===== config.mk =====
export PLATFORM = sky130hd
export DESIGN_NAME = fan_tach_flow_period_meter_flat
export DESIGN_NICKNAME = d
export VERILOG_FILES = /design/src/rtl/core/ftpm_pkg.sv /design/src/rtl/core/ftpm_if.sv /design/src/rtl/core/fan_tach_flow_period_meter.sv /design/src/flat_wrapper.sv
export SDC_FILE = /design/constraint.sdc
export NUM_CORES = 1
export LEC_CHECK = 0
export ABC_AREA = 1
export BUFFER_PORTS_ARGS = -buffer_cell sky130_fd_sc_hd__buf_4
export CAP_MARGIN = 20
export CORE_MARGIN = 5
export CORE_UTILIZATION = 55
export DETAILED_ROUTE_END_ITERATION = 10
export PLACE_DENSITY = 0.8
export SLEW_MARGIN = 10
export SYNTH_ARGS = -nofsm -noshare
export SYNTH_HDL_FRONTEND = slang
export SYNTH_SLANG_ARGS = --single-unit

===== constraint.sdc =====
create_clock -name clk -period 18 [get_ports clk]
set_input_delay 3.6 -clock clk [delete_from_list [all_inputs] [get_ports clk]]
set_output_delay 3.6 -clock clk [all_outputs]
set_load 0.005 [all_outputs]

===== src/rtl/core/ftpm_pkg.sv =====
// Package for the fan tachometer and flow meter period meter: codes, constants, types.
package ftpm_pkg;

    // Opcodes of an input item
    localparam logic [1:0] OP_EDGE   = 2'd0;
    localparam logic [1:0] OP_WINDOW = 2'd1;
    localparam logic [1:0] OP_READ   = 2'd2;

    // Field widths
    localparam int CH_FIELD_W = 3;
    localparam int STAMP_W    = 16;
    localparam int RATE_W     = 16;
    localparam int DEN_W      = 32;

    // Dividends: rpm and litres per hour scale factors
    localparam logic [27:0] RPM_NUMERATOR  = 28'd3750000;
    localparam logic [27:0] FLOW_NUMERATOR = 28'd225000000;
    localparam int          NUM_W          = 28;
    localparam int          CNT_W          = $clog2(NUM_W);

    localparam logic [15:0] IMPULSES_RESET = 16'd169;
    localparam logic [1:0]  EDGES_RESET    = 2'd2;
    localparam logic [15:0] RATE_SATURATE  = 16'hFFFF;

    // Sequencer states
    typedef enum logic [1:0] {
        ST_IDLE,
        ST_MUL,
        ST_DIV,
        ST_FINISH
    } fsm_state_t;

endpackage


===== src/rtl/core/ftpm_if.sv =====
// Valid/ready channel interfaces for the period meter's input items and results.
interface ftpm_item_if;
    logic        valid;
    logic        ready;
    logic [1:0]  opcode;
    logic [2:0]  channel;
    logic [15:0] timestamp;

    modport source (output valid, output opcode, output channel, output timestamp,
                    input ready);
    modport sink   (input valid, input opcode, input channel, input timestamp,
                    output ready);
endinterface

interface ftpm_rate_if;
    logic        valid;
    logic        ready;
    logic [15:0] rate_value;
    logic        rate_valid;

    modport source (output valid, output rate_value, output rate_valid, input ready);
    modport sink   (input valid, input rate_value, input rate_valid, output ready);
endinterface


===== src/rtl/core/fan_tach_flow_period_meter.sv =====
// Top level: five-channel tachometer / flow meter period meter with a serial divider.
//
//  channel    | dir | handshake       | payload
//  -----------+-----+-----------------+----------------------------------
//  item_in    | in  | valid / ready   | opcode, channel, timestamp
//  rate_out   | out | valid / ready   | rate_value, rate_valid
//  cfg        | in  | cfg_wr_en       | cfg_wr_data (impulses_per_liter)
//
// Edge, window-end and ignored items are registered and answered in the cycle after acceptance.
// A read of an enabled channel holds the input while it steps through the accept, a multiply
// for the divisor, the one-bit-per-cycle restoring divider over the 28-bit dividend, and a
// result load, which waits until the result register is free before the result is offered.
// Input ready is low while the divider runs, and while the result register is full and
// not being taken. Reset is asynchronous; no clearing pass is needed.
module fan_tach_flow_period_meter #(
    parameter int FAN_CHANNELS = 4
) (
    input  logic                clk,
    input  logic                rst_n,
    input  logic                cfg_wr_en,
    input  logic [15:0]         cfg_wr_data,
    ftpm_item_if.sink           item_in,
    ftpm_rate_if.source         rate_out
);

    localparam int          NUM_CH   = FAN_CHANNELS + 1;
    localparam int          CH_W     = $clog2(NUM_CH);
    localparam logic [3:0]  NUM_CH_L = 4'(NUM_CH);
    localparam logic [3:0]  FLOW_CH  = 4'(FAN_CHANNELS);

    // Per-channel state
    logic [15:0] last_stamp_reg      [NUM_CH];
    logic [15:0] measured_period_reg [NUM_CH];
    logic [1:0]  edges_left_reg      [NUM_CH];
    logic [NUM_CH-1:0] enabled_reg;
    logic [15:0] impulses_reg;

    // Sequencer and datapath
    ftpm_pkg::fsm_state_t state_reg, state_next;
    logic [15:0]                  per_reg;
    logic                         is_flow_reg;
    logic [ftpm_pkg::DEN_W-1:0]   den_reg;
    logic [ftpm_pkg::NUM_W-1:0]   num_reg;
    logic [ftpm_pkg::DEN_W-1:0]   rem_reg;
    logic [15:0]                  quo_reg;
    logic [ftpm_pkg::CNT_W-1:0]   cnt_reg;

    // Result register
    logic        out_valid_reg;
    logic [15:0] out_value_reg;
    logic        out_flag_reg;

    logic              out_free;
    logic              in_ready;
    logic              accept;
    logic [3:0]        ch_ext;
    logic [CH_W-1:0]   ch_idx;
    logic              ch_ok;
    logic              read_go;
    logic              finish_load;

    logic [ftpm_pkg::DEN_W:0]   rem_shift;
    logic                       rem_ge;
    logic [ftpm_pkg::DEN_W:0]   rem_diff;

    // Channel decode
    assign ch_ext  = {1'b0, item_in.channel};
    assign ch_idx  = ch_ext[CH_W-1:0];
    assign ch_ok   = (ch_ext < NUM_CH_L);
    assign out_free = !out_valid_reg || rate_out.ready;
    assign accept   = item_in.valid && in_ready;
    assign read_go  = accept && (item_in.opcode == ftpm_pkg::OP_READ) && ch_ok
                      && enabled_reg[ch_idx];

    // Divider step: shift in the next dividend bit, subtract when it fits
    assign rem_shift = {rem_reg, num_reg[ftpm_pkg::NUM_W-1]};
    assign rem_ge    = (rem_shift >= {1'b0, den_reg});
    assign rem_diff  = rem_shift - {1'b0, den_reg};

    // Sequencer state register
    always_ff @(posedge clk or negedge rst_n)
    begin
        if (!rst_n)
        begin
            state_reg <= ftpm_pkg::ST_IDLE;
        end
        else
        begin
            state_reg <= state_next;
        end
    end

    // Next state and handshake
    always_comb
    begin
        state_next  = state_reg;
        in_ready    = 1'b0;
        finish_load = 1'b0;
        case (state_reg)
            ftpm_pkg::ST_IDLE:
            begin
                in_ready = out_free;
                if (read_go)
                begin
                    state_next = ftpm_pkg::ST_MUL;
                end
            end
            ftpm_pkg::ST_MUL:
            begin
                state_next = ftpm_pkg::ST_DIV;
            end
            ftpm_pkg::ST_DIV:
            begin
                if (cnt_reg == '0)
                begin
                    state_next = ftpm_pkg::ST_FINISH;
                end
            end
            ftpm_pkg::ST_FINISH:
            begin
                if (out_free)
                begin
                    finish_load = 1'b1;
                    state_next  = ftpm_pkg::ST_IDLE;
                end
            end
            default:
            begin
                state_next = ftpm_pkg::ST_IDLE;
            end
        endcase
    end

    // Configuration register
    always_ff @(posedge clk or negedge rst_n)
    begin
        if (!rst_n)
        begin
            impulses_reg <= ftpm_pkg::IMPULSES_RESET;
        end
        else if (cfg_wr_en)
        begin
            impulses_reg <= cfg_wr_data;
        end
    end

    // Channel state: edges and window ends
    always_ff @(posedge clk or negedge rst_n)
    begin
        if (!rst_n)
        begin
            for (int i = 0; i < NUM_CH; i++)
            begin
                last_stamp_reg[i]      <= '0;
                measured_period_reg[i] <= '0;
                edges_left_reg[i]      <= ftpm_pkg::EDGES_RESET;
            end
            enabled_reg <= '0;
        end
        else if (accept)
        begin
            case (item_in.opcode)
                ftpm_pkg::OP_EDGE:
                begin
                    if (ch_ok)
                    begin
                        if (edges_left_reg[ch_idx] < ftpm_pkg::EDGES_RESET)
                        begin
                            measured_period_reg[ch_idx] <=
                                item_in.timestamp - last_stamp_reg[ch_idx];
                        end
                        last_stamp_reg[ch_idx] <= item_in.timestamp;
                        if (edges_left_reg[ch_idx] != 2'd0)
                        begin
                            edges_left_reg[ch_idx] <= edges_left_reg[ch_idx] - 2'd1;
                        end
                    end
                end
                ftpm_pkg::OP_WINDOW:
                begin
                    for (int i = 0; i < NUM_CH; i++)
                    begin
                        enabled_reg[i]    <= (edges_left_reg[i] == 2'd0);
                        edges_left_reg[i] <= ftpm_pkg::EDGES_RESET;
                    end
                end
                default:
                begin
                end
            endcase
        end
    end

    // Divider datapath: operand capture, divisor multiply, one quotient bit per cycle
    always_ff @(posedge clk)
    begin
        case (state_reg)
            ftpm_pkg::ST_IDLE:
            begin
                if (read_go)
                begin
                    per_reg     <= measured_period_reg[ch_idx];
                    is_flow_reg <= (ch_ext == FLOW_CH);
                end
            end
            ftpm_pkg::ST_MUL:
            begin
                if (is_flow_reg)
                begin
                    den_reg <= {16'd0, per_reg} * {16'd0, impulses_reg};
                    num_reg <= ftpm_pkg::FLOW_NUMERATOR;
                end
                else
                begin
                    den_reg <= {15'd0, per_reg, 1'b0};
                    num_reg <= ftpm_pkg::RPM_NUMERATOR;
                end
                rem_reg <= '0;
                quo_reg <= '0;
                cnt_reg <= ftpm_pkg::CNT_W'(ftpm_pkg::NUM_W - 1);
            end
            ftpm_pkg::ST_DIV:
            begin
                rem_reg <= rem_ge ? rem_diff[ftpm_pkg::DEN_W-1:0]
                                  : rem_shift[ftpm_pkg::DEN_W-1:0];
                quo_reg <= {quo_reg[14:0], rem_ge};
                num_reg <= {num_reg[ftpm_pkg::NUM_W-2:0], 1'b0};
                cnt_reg <= cnt_reg - 1'b1;
            end
            default:
            begin
            end
        endcase
    end

    // Result register valid
    always_ff @(posedge clk or negedge rst_n)
    begin
        if (!rst_n)
        begin
            out_valid_reg <= 1'b0;
        end
        else if ((accept && !read_go) || finish_load)
        begin
            out_valid_reg <= 1'b1;
        end
        else if (rate_out.ready)
        begin
            out_valid_reg <= 1'b0;
        end
    end

    // Result register payload
    always_ff @(posedge clk)
    begin
        if (accept && !read_go)
        begin
            out_value_reg <= '0;
            out_flag_reg  <= 1'b0;
        end
        else if (finish_load)
        begin
            out_value_reg <= (den_reg == '0) ? ftpm_pkg::RATE_SATURATE : quo_reg;
            out_flag_reg  <= 1'b1;
        end
    end

    assign item_in.ready       = in_ready;
    assign rate_out.valid      = out_valid_reg;
    assign rate_out.rate_value = out_value_reg;
    assign rate_out.rate_valid = out_flag_reg;

endmodule


===== src/flat_wrapper.sv =====
// flat-port wrapper written by rule: the top's interface ports become plain ports
module fan_tach_flow_period_meter_flat 
#(
    parameter int FAN_CHANNELS = 4
)
  (clk, rst_n, cfg_wr_en, cfg_wr_data, item_in_valid, item_in_opcode, item_in_channel, item_in_timestamp, item_in_ready, rate_out_valid, rate_out_rate_value, rate_out_rate_valid, rate_out_ready);
  ftpm_item_if item_in_i ();
  ftpm_rate_if rate_out_i ();
  input  logic clk;
  input  logic rst_n;
  input  logic cfg_wr_en;
  input  logic [15:0] cfg_wr_data;
  input wire logic [$bits(item_in_i.valid)-1:0] item_in_valid;
  input wire logic [$bits(item_in_i.opcode)-1:0] item_in_opcode;
  input wire logic [$bits(item_in_i.channel)-1:0] item_in_channel;
  input wire logic [$bits(item_in_i.timestamp)-1:0] item_in_timestamp;
  output wire logic [$bits(item_in_i.ready)-1:0] item_in_ready;
  output wire logic [$bits(rate_out_i.valid)-1:0] rate_out_valid;
  output wire logic [$bits(rate_out_i.rate_value)-1:0] rate_out_rate_value;
  output wire logic [$bits(rate_out_i.rate_valid)-1:0] rate_out_rate_valid;
  input wire logic [$bits(rate_out_i.ready)-1:0] rate_out_ready;
  assign item_in_i.valid = item_in_valid;
  assign item_in_i.opcode = item_in_opcode;
  assign item_in_i.channel = item_in_channel;
  assign item_in_i.timestamp = item_in_timestamp;
  assign item_in_ready = item_in_i.ready;
  assign rate_out_valid = rate_out_i.valid;
  assign rate_out_rate_value = rate_out_i.rate_value;
  assign rate_out_rate_valid = rate_out_i.rate_valid;
  assign rate_out_i.ready = rate_out_ready;
  fan_tach_flow_period_meter #(.FAN_CHANNELS(FAN_CHANNELS)) u_core (.clk(clk), .rst_n(rst_n), .cfg_wr_en(cfg_wr_en), .cfg_wr_data(cfg_wr_data), .item_in(item_in_i), .rate_out(rate_out_i));
endmodule

After elaboration in Yosys (flattened, before gate mapping)
Index checks and enable logic that the tools add are counted.
{"block": "word_totals", "reg_bits": 341, "word_cells": 119}
{"block": "op_classes", "n_addsub": 4, "n_mul": 1, "order_cmp": 6, "n_eq_ne": 11, "muxes": 38, "bitwise": 1, "reduce_logical": 29}
{"cell": "bitwise mux 80 bit", "n": 2}
{"cell": "binary-select mux 16 bit (select 3 bit)", "n": 2}
{"cell": "2-to-1 mux 16 bit", "n": 6}
{"cell": "one-hot mux 32 bit (2 select lines)", "n": 1}
{"cell": "one-hot mux 28 bit (2 select lines)", "n": 1}
{"cell": "demux 16 bit (select 3 bit)", "n": 1}
{"cell": ">= comparator 33 x 32 -> 1 bit", "n": 1}
{"cell": "logical NOT 32 bit", "n": 1}
{"cell": "multiplier 16 x 16 -> 32 bit", "n": 1}
{"cell": "2-to-1 mux 32 bit", "n": 1}
{"cell": "one-hot mux 16 bit (2 select lines)", "n": 1}
{"cell": "subtractor 32 bit", "n": 1}
{"cell": "2-to-1 mux 28 bit", "n": 1}
{"cell": "2-to-1 mux 10 bit", "n": 2}
{"cell": "one-hot mux 10 bit (2 select lines)", "n": 1}
{"cell": "2-to-1 mux 17 bit", "n": 1}
{"cell": "subtractor 16 bit", "n": 1}
{"cell": "logical NOT 2 bit", "n": 7}
{"cell": "2-to-1 mux 2 bit", "n": 6}
{"cell": "bitwise mux 10 bit", "n": 1}
{"cell": "!= test 2 x 1 -> 1 bit (second input constant)", "n": 5}
{"cell": "one-hot mux 5 bit (2 select lines)", "n": 1}
{"cell": "one-hot mux 2 bit (4 select lines)", "n": 1}
{"cell": "AND reduction 4 bit", "n": 2}
{"cell": "other kinds (22)", "n": 42}

Longest topological paths before layout
Gate-level depths: netlist of run 1.
{"block": "depth", "ltp_word": 11, "depth_mapped": 28, "depth_no_buf": 26}

Worst setup path before layout of run 1
OpenSTA, ideal clock, no wires.
{"block": "synth_timing", "path_kind": "input-to-output", "startpoint": "in rate_out_ready", "endpoint": "out item_in_ready", "arrival_ns": 3.924, "required_ns": 14.400, "setup_slack_ns": 10.476, "path_stages": 2, "path_buffers": 0, "cell_sequence": "nor2_1 nor2_4"}
{"block": "synth_via", "elab_chain_len": 2}
{"element": "start, declared", "line_no": "flat_wrapper.sv:21", "source": "input wire logic [$bits(rate_out_i.ready)-1:0] rate_out_ready;"}
{"element": "logical OR 1 bit", "line_no": "fan_tach_flow_period_meter.sv:70", "source": "assign out_free = !out_valid_reg || rate_out.ready;"}
{"element": "2-to-1 mux 1 bit", "line_no": "fan_tach_flow_period_meter.sv:99", "source": "case (state_reg)"}
{"element": "end, declared", "line_no": "flat_wrapper.sv:17", "source": "output wire logic [$bits(item_in_i.ready)-1:0] item_in_ready;"}
No other way between the ends.

Worst setup path in the final report of run 1
Ends and elaborated chain as after synthesis.

==> impl_results.md, run 1 <==
- Status: complete, no violations
- # hold bufs at CTS: 0
- Top post-synthesis cells by area: dfrtp_1, nand2_1, fa_1
- Starting density of the core: 55.75%
- Synth warn: 0
- DIE HEIGHT: 230.2 µm
- DRT Wirelength: 63700 µm
- RSZ-0062 raised after global routing: false
- Worst clock skew: 0.02473 ns
- Tightest Pin Transition: 1.050 ns
- Final ANT Viol Nets: 0
- Maximum buffer depth of the clock tree: 3
- Worst Path Max Fanout: 4
- Cell Pwr Density: 182.0 nW/µm²
- Sequential cell area: 8990 µm²
- Area Growth Syn to Fin: 7.472%
- Vias in the first global route: between 20k and 25k
- Count leader, synth: nand2_1
- Nets: 3792
- Number of port buffers: 60
- Avg Cell Area, Syn: roughly 7.8 µm²
- Clock tree root buffer cell: clkbuf_16
- HP Start: u_core.rate_out.rate_valid
- Min Clock Period, post-route: 7.839 ns
- Ys async rst share: 57.57%
- Proportion of layout cells with a drive suffix above 1: under 10%
- Max Cap Viol: 0
- Main synth FF type: dfrtp_1
- CTS Buf Count: 36
- Top-Level Pins: 61
- CP Capture Type: output port
- Startpoint Class: input port
- Sequential element share of the synthesized area: 33.70%
- Highest clock rate: approximately 130 MHz
- Final Cycle Share: 43.55%
- Hold Crit Class: register to register
- Syn Nets: 3811
- Vias/cell: 5.366
- Yosys reg bits: around 340
- Area of the multi-input gates: between 10000 and 15000 µm²
- DP Worst Slack: roughly 10 ns
- CTS resizes: 0
- Per-cell routed wire length: 15.77 µm
- DP Cell Count: just under 4k
- R2R Path Start: u_core.per_reg[7]
- Hold depth: 1
- Final setup margin: 10.16 ns
- EDFF count, synth: 126
- Final Max Tran Viols: 0
- WP data arrival: 4.24 ns
- Pre-Repair DR Iteration Count: 6
- Mapped cell area: ~27000 µm²
- Die extent in x: 230.2 µm
- Post-synth top area share: 17.35%
- Final-layout fill cell count: 4158
- LEAKAGE: 15.26 nW
- Worst Setup SP: rate_out_ready
- Clk pin slew, worst setup/hold paths: 0.05 ns
- WS Path Type: input port to output port
- Post-CTS Setup Bufs: 0
- First-pass GRT wire length: 108000 µm
- Clk_lat worst skew: 0.57 ns
- Synth cell types: 53
- Hpwl dp: about 46000 µm
- Rel. slew slack: 30.03%
- Core area: 47850 µm²
- Num Clock Sinks: roughly 340
- Worst path required time: 14.40 ns
- Initial antenna violation count: 1
- Ant. Diodes: 0
- Htree depth: 2
- Non-Filler Instances: 4040
- Total gr overflow: 0
- # rows: 80
- Finished Cell Area: approximately 29000 µm²
- Final setup viols: 0
- Post-Place Cell Area: 27430 µm²
- Drt drc: 0
- Setup tns final: 0 ns
- Die area: 53010 µm²
- Fin util: 59.92%
- Final Hold Fails: 0
- Gate Count Post-Synth: ~3.4k
- Largest net degree at the start of global routing: 115
- GPL Wtd Cong: about 0.95
- GRT Total Usage: 24.54%
- Synth top cells by count: nand2_1, inv_1, nor2_1
- FF-to-FF path depth: 20
- CTS tree: built
- Via Count: 21.68k
- Post-synth top area cell: dfrtp_1
- VDD IR max: 0.1546 mV
- Iteration-0 DRC Markers: 1779
## worst paths after layout
check | to | slack [ns]
min reg2reg | u_core.rate_out.rate_valid | 0.47
max in group asynchronous | u_core.impulses_reg[0] | 13.48
max | item_in_ready | 10.16
max reg2reg | u_core.den_reg[25] | 11.69
min | u_core.rate_out.rate_valid | 0.47
min in group asynchronous | u_core.last_stamp_reg[40] | 3.13
## layout by cell type (no fill, tap or decap), types with 6 or more instances in the layout
cell type,synthesis,layout
o21ai_0,156,156
nand3_1,108,108
clkbuf_8,0,6
or2_2,10,10
a22o_1,12,12
xor2_1,20,20
a21oi_1,92,92
edfxtp_1,126,126
inv_1,645,645
dfstp_2,9,9
nor3_1,38,38
ha_1,157,155
buf_4,1,73
fa_1,196,196
a21o_1,8,8
dfrtp_1,185,185
nor4_1,10,10
nor2_1,220,220
nand3b_1,24,24
o21ai_2,13,13
nand2_1,1068,1068
nor2_4,8,8
dfxtp_1,17,17
nand2_2,8,8
a221oi_1,13,13
nand4_1,13,13
o22ai_1,7,7
mux2_2,15,15
clkbuf_1,110,13
and2_1,7,7
o21ai_1,40,40
clkbuf_16,0,38
xnor2_1,15,15
inv_2,11,11
## worst max-delay path, cell delays in order
cell and delay [ns]:
buf_4 0.11, nor2_1 0.32, nor2_4 0.07, buf_4 0.14
## report_power, final
| group | switching [mW] | total [mW] | internal [mW] |
|---|---|---|---|
| clock network | 0.316 | 0.758 | 0.442 |
| logic | 2.09 | 3.20 | 1.11 |
| registers | 0.134 | 1.26 | 1.12 |
## per-stage QoR
stage	total power [mW]	hold WS, ns
final	5.219	0.4675
after global routing	5.783	0.4931
after CTS	5.214	0.4716
after detailed placement	4.425	0.4588
after global placement	4.361	0.4495
after floorplan	3.594	0.4411
## per-layer routing
| metal | wire [µm] | part of all wire (%) | GRT usage [%] |
|---|---|---|---|
| met5 | 0 | 0 | 0.4596 |
| met1 | 27620 | 43 | 33.63 |
| met4 | 1917 | 3.0 | 7.678 |
| met2 | 29580 | 46 | 40.21 |
| met3 | 4579 | 7.2 | 4.293 |
## logic make-up after synthesis
logic type                 count (synthesis)  synth area share [%]
and+or+nand+nor                         1521                 23.24
buffers and inverters                    791                 11.47
AOI/OAI and AO/OA                        364                 7.735
adders and majority gates                353                 22.07
DFF                                      337                 33.70
xor gates and xnor gates                  35                 1.149
muxes                                     15                0.6332
## cell type report
type	instances	area share [%]
clock buffers	56	3.727
clock inverters	10	0.4932
inverters	659	8.637
multi-input cells	2288	51.07
flip-flops and latches	337	31.36
well taps	615	2.684
repair buffers	75	2.029
No activity file was read; power rests on OpenSTA's default activity.
==> run 2: changes to the inputs <==
- clock period: 18 -> 7.7 ns (I/O delays scaled with it)
==> impl_results.md, run 2 (same netlist as run 1, synthesis figures left out) <==
- Status: complete, no violations
- Proportion of layout cells with a drive suffix above 1: 6.106%
- Core area: between 40000 and 50000 µm²
- Die extent in x: between 200 and 250 µm
- Iteration-0 DRC Markers: 2082
- Final-layout fill cell count: slightly above 4k
- Worst clock skew: 0.02072 ns
- Reg2Reg Setup Slack: roughly 1.7 ns
- Clk_lat worst skew: 0.56 ns
- Htree depth: 2
- Final ANT Viol Nets: 0
- Number of port buffers: 60
- Total gr overflow: 0
- Via Count: 21.66k
- DIE HEIGHT: 230.2 µm
- FF-to-FF End: u_core.den_reg[30]
- Final setup viols: 0
- Clock tree root buffer cell: clkbuf_16
- Worst Setup SP: u_core.per_reg[2]
- Rel. slew slack: 28.70%
- Clk pin slew, worst setup/hold paths: approximately 0.070 ns
- GRT Total Usage: 24.64%
- Vias/cell: 5.363
- Nets: 3789
- Hpwl dp: 47350 µm
- CTS resizes: 0
- Final Hold Fails: 0
- Finished Cell Area: approximately 29000 µm²
- Tightest Pin Transition: 1.070 ns
- Worst path required time: between 8 and 9 ns
- Initial antenna violation count: 0
- R2R Path Start: u_core.per_reg[2]
- Final Max Tran Viols: 0
- Final Cycle Share: 78.36%
- Min Clock Period, post-route: 6.034 ns
- HP Start: u_core.rate_out.rate_valid
- Switching Fraction: roughly 50%
- Combinational share of power: about 61%
- # rows: 80
- Ant. Diodes: 0
- Hold endpoint: u_core.rate_out.rate_valid
- LEAKAGE: approximately 15 nW
- # hold bufs at CTS: 0
- Sw Pwr: between 6 and 7 mW
- GPL Wtd Cong: 0.9555
- Worst Path Max Fanout: 17
- First-pass GRT wire length: around 110000 µm
- Overall Power: 12.29 mW
- RSZ-0062 raised after global routing: false
- Int Pwr: approximately 6.3 mW
- FF-to-FF path depth: 19
- CTS tree: built
- Hold Crit Class: register to register
- Sequential power share: between 20% and 30%
- Vias in the first global route: 21.25k
- Die area: ~53000 µm²
- Setup tns final: 0 ns
- Area Growth Syn to Fin: 7.383%
- WS Path Type: register to register
- Per-cell routed wire length: ~16 µm
- Cell Pwr Density: 428.9 nW/µm²
- Max Cap Viol: 0
- Num Clock Sinks: 337
- DRT Wirelength: approximately 65000 µm
- Maximum buffer depth of the clock tree: 3
- CTS Buf Count: 37
- WP data arrival: ~6.3 ns
- Largest net degree at the start of global routing: between 100 and 150
- Top-Level Pins: 61
- Clock share of power: 14.6%
- Hold depth: 1
- Most common cell after layout, fill and taps aside: nand2_1
- VDD IR max: 0.3133 mV
- Drt drc: 0
- Most frequent cells in the layout: nand2_1, inv_1, nor2_1
- WHS: 0.4715 ns
- CP Capture Type: register
- Post-Place Cell Area: between 20000 and 30000 µm²
- Highest clock rate: between 150 and 200 MHz
- Startpoint Class: register
- Post-CTS Setup Bufs: 0
- Pre-Repair DR Iteration Count: 6
- Starting density of the core: a little under three fifths
==> run 2: metal layers <==
layer	part of all wire [%]	track usage, %
met1	43	34.80
met2	47	40.09
met3	7.6	3.960
met4	2.3	6.538
met5	0	0
==> run 2: critical path, cell delays in order (launching register included) <==
cell,delay [ns]
edfxtp_1,0.82
nand2_1,0.17
fa_1,0.54
fa_1,0.56
inv_1,0.06
fa_1,0.52
fa_1,0.52
fa_1,0.55
inv_1,0.06
fa_1,0.53
inv_1,0.04
ha_1,0.36
a21oi_1,0.28
o21ai_0,0.18
nand2_1,0.12
nand2_1,0.08
a21oi_1,0.16
nand2_1,0.09
nor2_1,0.10
nor2_1,0.05
==> run 2: final cells by class <==
cell class	count	area (µm²)	share of cell area, %
clock inverter	14	166.4	0.5809
inverter	659	2476	8.644
tap	615	769.5	2.686
timing repair buffer	71	539.3	1.883
clock buffer	54	1062	3.708
sequential	337	8990	31.38
multi-input combinational	2288	14640	51.11
==> run 2: metrics by stage <==
stage,utilization [%],std cells,setup WS [ns]
floorplan,-,3416,2.050
global placement,57.29,3969,1.903
detailed placement,57.29,3969,1.772
CTS,59.85,4037,1.708
global route,59.87,4038,1.282
finish,59.87,4038,1.666
==> run 2: power by group through the flow <==
stage / combinational (mW) / sequential, mW / clock (mW)
global placement: 7.32 / 2.95 / 0
detailed placement: 7.43 / 2.97 / 0
CTS: 7.50 / 2.94 / 1.82
global route: 8.63 / 3.01 / 1.90
floorplan: 5.56 / 2.85 / 0
finish: 7.55 / 2.95 / 1.79
==> run 2: worst max-delay path by stage <==
stage	end	slack [ns]	cells past startpoint
after global routing	u_core.den_reg[25]	1.28	20
after detailed placement	u_core.den_reg[25]	1.77	20
final	u_core.den_reg[30]	1.67	19
after global placement	u_core.den_reg[25]	1.90	20
after floorplan	u_core.den_reg[25]	2.05	22
after CTS	u_core.den_reg[30]	1.71	19
